<file path="src/ron_pkg.sv">
`default_nettype none
// -----------------------------------------------------------------------------
// ron_pkg
// Shared types, constants and helpers of the running observation normalizer.
// -----------------------------------------------------------------------------
package ron_pkg;

   localparam int NUM_ELEMENTS = 4;
   localparam int IDX_W        = 2;
   localparam int COUNT_W      = 32;
   localparam int MEAN_W       = 32;
   localparam int SUM_W        = 48;
   localparam int NORM_W       = 17;
   localparam int DIV_NUM_W    = 64;
   localparam int DIV_DEN_W    = 34;
   localparam int ROOT_W       = 32;
   localparam int MAG_W        = 48;

   localparam logic [COUNT_W-1:0] COUNT_MAX  = 32'hFFFF_FFFF;
   localparam logic [SUM_W-1:0]   SUM_RESET  = 48'h0000_0001_0000;
   localparam logic [SUM_W-1:0]   SUM_MAX    = 48'hFFFF_FFFF_FFFF;
   localparam logic [MAG_W-1:0]   DIFF_MAX   = 48'h8000_0000_0000;
   localparam logic [31:0]        PROD_MAX   = 32'hFFFF_FFFF;
   localparam logic [NORM_W-1:0]  OUT_LIMIT  = 17'd40960;

   typedef logic [1:0] div_sel_type;
   localparam div_sel_type DIV_MEAN = 2'd0;
   localparam div_sel_type DIV_VAR  = 2'd1;
   localparam div_sel_type DIV_OUT  = 2'd2;

   typedef struct packed {
      logic              load;
      logic              count_inc;
      logic              div_start;
      div_sel_type       div_sel;
      logic              mean_wr;
      logic              prod_en;
      logic              sum_wr;
      logic              q_wr;
      logic              sqrt_start;
      logic              sd_wr;
      logic              norm_skip_wr;
      logic              norm_div_wr;
      logic              publish;
      logic [IDX_W-1:0]  idx;
   } ron_cmd_type;

   typedef struct packed {
      logic div_busy;
      logic div_done;
      logic sqrt_busy;
      logic sqrt_done;
      logic skip;
   } ron_sts_type;

   // Clamps a magnitude to the output limit and applies the sign.
   function automatic logic signed [NORM_W-1:0] clamp_norm(input logic neg,
                                                           input logic [DIV_NUM_W-1:0] r);
      logic [NORM_W-1:0] m;
      m = (r > DIV_NUM_W'(OUT_LIMIT)) ? OUT_LIMIT : r[NORM_W-1:0];
      return neg ? -$signed(m) : $signed(m);
   endfunction

endpackage
`default_nettype wire

</file>
<file path="src/ron_ctrl.sv">
`default_nettype none
// -----------------------------------------------------------------------------
// ron_ctrl
// Sequencer: walks the elements through update, variance, root and scaling.
// -----------------------------------------------------------------------------
module ron_ctrl (
   input  wire logic                  clock,
   input  wire logic                  reset,
   input  wire logic                  req_valid,
   output logic                       req_ready,
   input  wire logic                  req_update_stats,
   output logic                       rsp_valid,
   input  wire logic                  rsp_ready,
   output ron_pkg::ron_cmd_type       cmd,
   input  wire ron_pkg::ron_sts_type  sts
);
   import ron_pkg::*;

   localparam logic [3:0] S_IDLE   = 4'd0;
   localparam logic [3:0] S_M_GO   = 4'd1;
   localparam logic [3:0] S_M_WAIT = 4'd2;
   localparam logic [3:0] S_M_MEAN = 4'd3;
   localparam logic [3:0] S_M_PROD = 4'd4;
   localparam logic [3:0] S_M_SUM  = 4'd5;
   localparam logic [3:0] S_Q_GO   = 4'd6;
   localparam logic [3:0] S_Q_WAIT = 4'd7;
   localparam logic [3:0] S_O_SEL  = 4'd8;
   localparam logic [3:0] S_O_SKIP = 4'd9;
   localparam logic [3:0] S_R_GO   = 4'd10;
   localparam logic [3:0] S_R_WAIT = 4'd11;
   localparam logic [3:0] S_D_GO   = 4'd12;
   localparam logic [3:0] S_D_WAIT = 4'd13;
   localparam logic [3:0] S_FIN    = 4'd14;

   logic [3:0]       state_ff, state_in;
   logic [IDX_W-1:0] idx_ff, idx_in;
   logic             rsp_valid_ff, rsp_valid_in;
   logic             last;

   always_comb begin
      last         = (idx_ff == IDX_W'(NUM_ELEMENTS - 1));
      state_in     = state_ff;
      idx_in       = idx_ff;
      rsp_valid_in = rsp_valid_ff && !rsp_ready;
      cmd          = '0;
      cmd.div_sel  = DIV_MEAN;
      cmd.idx      = idx_ff;
      req_ready    = (state_ff == S_IDLE);
      unique case (state_ff)
         S_IDLE: begin
            if (req_valid) begin
               cmd.load      = 1'b1;
               cmd.count_inc = req_update_stats;
               idx_in        = '0;
               state_in      = req_update_stats ? S_M_GO : S_Q_GO;
            end
         end
         S_M_GO: begin
            cmd.div_start = 1'b1;
            state_in      = S_M_WAIT;
         end
         S_M_WAIT: begin
            if (sts.div_done) begin
               state_in = S_M_MEAN;
            end
         end
         S_M_MEAN: begin
            cmd.mean_wr = 1'b1;
            state_in    = S_M_PROD;
         end
         S_M_PROD: begin
            cmd.prod_en = 1'b1;
            state_in    = S_M_SUM;
         end
         S_M_SUM: begin
            cmd.sum_wr = 1'b1;
            idx_in     = last ? '0 : idx_ff + 1'b1;
            state_in   = last ? S_Q_GO : S_M_GO;
         end
         S_Q_GO: begin
            cmd.div_start = 1'b1;
            cmd.div_sel   = DIV_VAR;
            state_in      = S_Q_WAIT;
         end
         S_Q_WAIT: begin
            if (sts.div_done) begin
               cmd.q_wr = 1'b1;
               idx_in   = last ? '0 : idx_ff + 1'b1;
               state_in = last ? S_O_SEL : S_Q_GO;
            end
         end
         S_O_SEL: begin
            state_in = sts.skip ? S_O_SKIP : S_R_GO;
         end
         S_O_SKIP: begin
            cmd.norm_skip_wr = 1'b1;
            idx_in           = last ? idx_ff : idx_ff + 1'b1;
            state_in         = last ? S_FIN : S_O_SEL;
         end
         S_R_GO: begin
            cmd.sqrt_start = 1'b1;
            state_in       = S_R_WAIT;
         end
         S_R_WAIT: begin
            if (sts.sqrt_done) begin
               cmd.sd_wr = 1'b1;
               state_in  = S_D_GO;
            end
         end
         S_D_GO: begin
            cmd.div_start = 1'b1;
            cmd.div_sel   = DIV_OUT;
            state_in      = S_D_WAIT;
         end
         S_D_WAIT: begin
            if (sts.div_done) begin
               cmd.norm_div_wr = 1'b1;
               idx_in          = last ? idx_ff : idx_ff + 1'b1;
               state_in        = last ? S_FIN : S_O_SEL;
            end
         end
         S_FIN: begin
            // The result register frees up in the same cycle its beat is taken.
            if (!rsp_valid_ff || rsp_ready) begin
               cmd.publish  = 1'b1;
               rsp_valid_in = 1'b1;
               state_in     = S_IDLE;
            end
         end
         default: begin
            state_in = S_IDLE;
         end
      endcase
   end

   always_ff @(posedge clock) begin
      if (reset) begin
         state_ff     <= S_IDLE;
         idx_ff       <= '0;
         rsp_valid_ff <= 1'b0;
      end else begin
         state_ff     <= state_in;
         idx_ff       <= idx_in;
         rsp_valid_ff <= rsp_valid_in;
      end
   end

   assign rsp_valid = rsp_valid_ff;

endmodule
`default_nettype wire

</file>
<file path="config.mk">
export PLATFORM = sky130hd
export DESIGN_NAME = ron_ctrl
export DESIGN_NICKNAME = d
export VERILOG_FILES = /design/src/ron_pkg.sv /design/src/ron_ctrl.sv
export SDC_FILE = /design/constraint.sdc
export NUM_CORES = 1
export LEC_CHECK = 0
export BUFFER_PORTS_ARGS = -buffer_cell sky130_fd_sc_hd__buf_2
export CAP_MARGIN = 0
export CORE_MARGIN = 2
export CORE_UTILIZATION = 47
export DETAILED_ROUTE_END_ITERATION = 12
export PLACE_DENSITY_LB_ADDON = 0.05
export SLEW_MARGIN = 20
export SYNTH_ARGS = -nofsm -noshare
export SYNTH_HDL_FRONTEND = slang
export SYNTH_SLANG_ARGS = --single-unit
</file>
<file path="constraint.sdc">
create_clock -name clock -period 2.1 [get_ports clock]
set_input_delay 0.42 -clock clock [delete_from_list [all_inputs] [get_ports clock]]
set_output_delay 0.42 -clock clock [all_outputs]
set_load 0.01 [all_outputs]
</file>
# After elaboration in Yosys (flattened, before gate mapping)
# Cells that the tools add are included.
# classes
addsub	1
reduce_logical	9
mux	36
eq_ne	21
# op_table
cell	count
4-bit one-hot mux with 15 select lines	1
4-bit equality test, second input constant	7
4-bit two-way mux	7
4-bit by 3-bit equality test with 1-bit output, second input constant	4
2-bit two-way mux	8
1-bit two-way mux	15
2-bit inequality test, second input constant	6
2-bit one-hot mux with 5 select lines	1
3-bit two-way mux	3
4-bit by 2-bit equality test with 1-bit output, second input constant	2
6-bit AND reduction	1
5-bit nonzero test	1
4-bit by 1-bit equality test with 1-bit output, second input constant	1
4-bit logical NOT	1
2-bit one-hot mux with 2 select lines	1
4-bit AND reduction	1
3-bit OR reduction	1
2-bit by 1-bit adder with 2-bit output, second input constant	1
2-bit equality test, second input constant	1
1-bit logical NOT	2
1-bit logical AND	1
1-bit logical OR	1
# totals
inputBits	10
regBits	7

# Depth between registers and ports, before layout
# depth
word_depth	4
depth_mapped	7
ltp_nobuf	6

# Least setup slack after synthesis
# No wires, ideal clock.
# synth_path
path_type	reg-to-output
from	register state_ff[3]
to	output cmd[14] (netlist name)
stages_incl_launch_ff	6
setup_slack_ns	0.046
n_path_buf	3
arrival_time_ns	1.634
required_ns	1.680
path_cell_list	dfxtp_1 buf_6 clkbuf_1 clkbuf_1 nor4_1 and3_1
# synth_rtl
item	line_no	text
from (decl)	ron_ctrl.sv:35	logic [3:0] state_ff, state_in;
from (signal assigned)	ron_ctrl.sv:142	state_ff <= state_in;
to (decl)	ron_ctrl.sv:14	output ron_pkg::ron_cmd_type cmd,

==> impl_metrics.tcl <==
set metrics [dict create \
    die_h_um 42.9 \
    ioPinCount 28 \
    synth-simple-area-share 0.363 \
    cts_buffer_depth 2 \
    clk_pin_slew_ns 0.05 \
    crit_type "flip-flop to primary output" \
    ys_seq_area_frac 0.197 \
    htreeDepth 1 \
    clkSinkCount 7 \
    route.detailed.drc 0 \
    drv_cap 0 \
    initial_utilization 0.489 \
    finalNonFillerCells 143 \
    whs_ns 0.456 \
    drv_slew 0 \
    first_pass_iters 4 \
    grt_first_pass_wirelength_um 2930 \
    critical_path_required_ns 1.68 \
    drive_above_1_share 0.315 \
    synth-xor-area-share 0 \
    die_w_um 42.9 \
    drt-wirelength-per-cell_um 12.5 \
    groute.usage.overall 0.209 \
    highest_layer "met3" \
    syn-num-nets 113 \
    synth_top_family_by_area "simple AND/OR/NAND/NOR gates" \
    dp_cells 139 \
    num_vias 793 \
    syn-mean-instance-area_um2 6.97 \
    ys_seq_elements 7 \
    max_slew.worst_pin.slew_ns 0.338 \
    ys_top_cells_by_area "dfxtp_1, nor2_1, nand2b_1, mux2i_1, nor2b_1" \
    rsz0062_at_grt "no" \
    setup_tns_ns 0 \
    synth.top_cell.area_share 0.197 \
    r2r_setup_slack_ns 0.27 \
    dr_wl_met3_um 126 \
    wl_met1_um 792 \
    critical_path_arrival_ns 1.47 \
    cts_buffers 3 \
    synth.area.mux_share 0.0634 \
    finalHoldViolations 0 \
    min_path_type "primary input to flip-flop" \
    max_slew_margin 0.773 \
    area_growth_pct 23.9 \
    grt_start_max_net_pins 24 \
    period_share 0.902 \
    cp-start-kind "flip-flop" \
    globalplace.congestion 0.782 \
    worst_setup_path_end_kind "primary output" \
    max_freq_ghz 0.528 \
    synth.distinct_cells 37 \
    cts-root-buf "clkbuf_4" \
    wl_met2_um 874 \
    crit_fanout 10 \
    nets 139 \
    synth_top_cell_by_area "dfxtp_1" \
    synth_area_um2 711 \
    netlist_instances 102 \
    synth_fa_ha_area_frac 0.0176 \
    clock-skew-final_ns 0.000680 \
    drt-initial-drc-count 21 \
    ant_nets 0 \
    antenna_found_initial 0 \
    dieArea_um2 1840 \
    yosysMostFrequentCell "nor2_1" \
    grt_pass1_vias 666 \
    min_period_ns 1.89 \
    vdd_drop_max_v 0.000534 \
    core-area_um2 1450 \
    multi_input_area_um2 515 \
    synth_compound_area_frac 0.282 \
    insertion_delay_ns 0.25 \
    dpl.hpwl_um 1390 \
    vias_per_cell 5.55 \
    io_buffers 25 \
    drt-total-wl_um 1790 \
    total_power_mw 0.839 \
    synthFlopType "dfxtp_1" \
    grt_overflow_total 0 \
    power_density_nw_per_um2 953 \
    cts_tree "built" \
    status "finished clean" \
    yosysWarnings 0 \
    p_leak_nw 0.401 \
    fill_cells 152 \
    seqCellArea_um2 141 \
    synth-edff-count 0 \
    synth_common_cells "nor2_1, nand2b_1, dfxtp_1, clkbuf_1, o21ai_0" \
    n_antenna_cell 0 \
    row_count 14 \
    setup_viol 0 \
    synthArstFlopShare 0 \
]
[critical path: stages (launching register included)]
cell and delay [ns]:
dfxtp_1 0.37, buf_4 0.20, nor4_1 0.35, and3_1 0.19, buf_2 0.12
[cells by family after synthesis]
| group | after synthesis |
|---|---|
| and+or+nand+nor | 51 |
| AOI/OAI and AO/OA | 27 |
| buffers and inverters | 12 |
| DFF | 7 |
| muxes | 4 |
| adders and majority gates | 1 |
[per-stage QoR]
stage               worst slack (ns)  utilization  area (um2)
global placement               0.246        0.587         853
floorplan                     0.0456            -         711
finish                         0.206        0.606         881
global route                  0.0846        0.606         881
detailed placement             0.240        0.587         853
CTS                            0.108        0.605         880
[cells in the final DEF (no fill, tap or decap), drive strengths merged]
cell type | Yosys | routed
ha | 1 | 1
nor2b | 4 | 4
o21ai | 5 | 5
nor4 | 1 | 1
dfxtp | 7 | 7
mux2 | 1 | 1
o31ai | 1 | 1
nor3 | 3 | 3
buf | 5 | 31
or2 | 1 | 1
o21a | 1 | 1
a31oi | 2 | 2
clkbuf | 5 | 4
a31o | 1 | 1
a32oi | 2 | 2
and2 | 1 | 1
o22a | 1 | 1
a21oi | 4 | 4
or4 | 1 | 1
o41ai | 1 | 1
a211oi | 1 | 1
o22ai | 2 | 2
nand3 | 4 | 4
mux2i | 3 | 3
a22o | 2 | 2
nand3b | 1 | 1
inv | 2 | 2
nand2 | 4 | 4
o211ai | 3 | 3
o31a | 1 | 1
and3 | 3 | 3
nand2b | 8 | 8
nor2 | 18 | 18
or3 | 2 | 2
[sequential cells by signal (all words and copies together) (netlist names)]
signal     flops
rsp_valid      1
state_ff       4
idx_ff         2
[final cells by class]
| type | count | area share |
|---|---|---|
| well taps | 16 | 0.0227 |
| clock buffers | 4 | 0.0298 |
| flip-flops and latches | 7 | 0.161 |
| multi-input cells | 83 | 0.585 |
| inverters | 2 | 0.00852 |
| repair buffers | 31 | 0.193 |
[final timing paths]
check | start | to | depth (start not counted)
max | state_ff[3]$_SDFFE_PP0P_ | cmd[14] | 4
min | reset | rsp_valid$_SDFF_PP0_ | 2
max reg2reg | state_ff[3]$_SDFFE_PP0P_ | state_ff[0]$_SDFFE_PP0P_ | 5
min reg2reg | idx_ff[1]$_SDFFE_PP0P_ | idx_ff[1]$_SDFFE_PP0P_ | 1
[routing by layer]
| layer | track usage | vias to the layer above |
|---|---|---|
| li1 | - | 420 |
| met1 | 0.284 | 347 |
| met2 | 0.336 | 26 |
| met3 | 0.0638 | 0 |
| met4 | 0.0188 | 0 |
| met5 | 0 | - |
[what timing repair did]
action,in CTS,in global routing
buffers inserted,0,0
gates resized for setup,0,1
setup endpoints to repair,0,1
hold buffers,0,0
[where the power goes]
group,leakage (nW),total [mW],switching (mW),internal (mW)
combinational,0.328,0.518,0.277,0.241
clock,0.0150,0.118,0.0454,0.0722
sequential,0.0575,0.203,0.0435,0.160
Note: power is estimated with default switching activity, not from simulation.
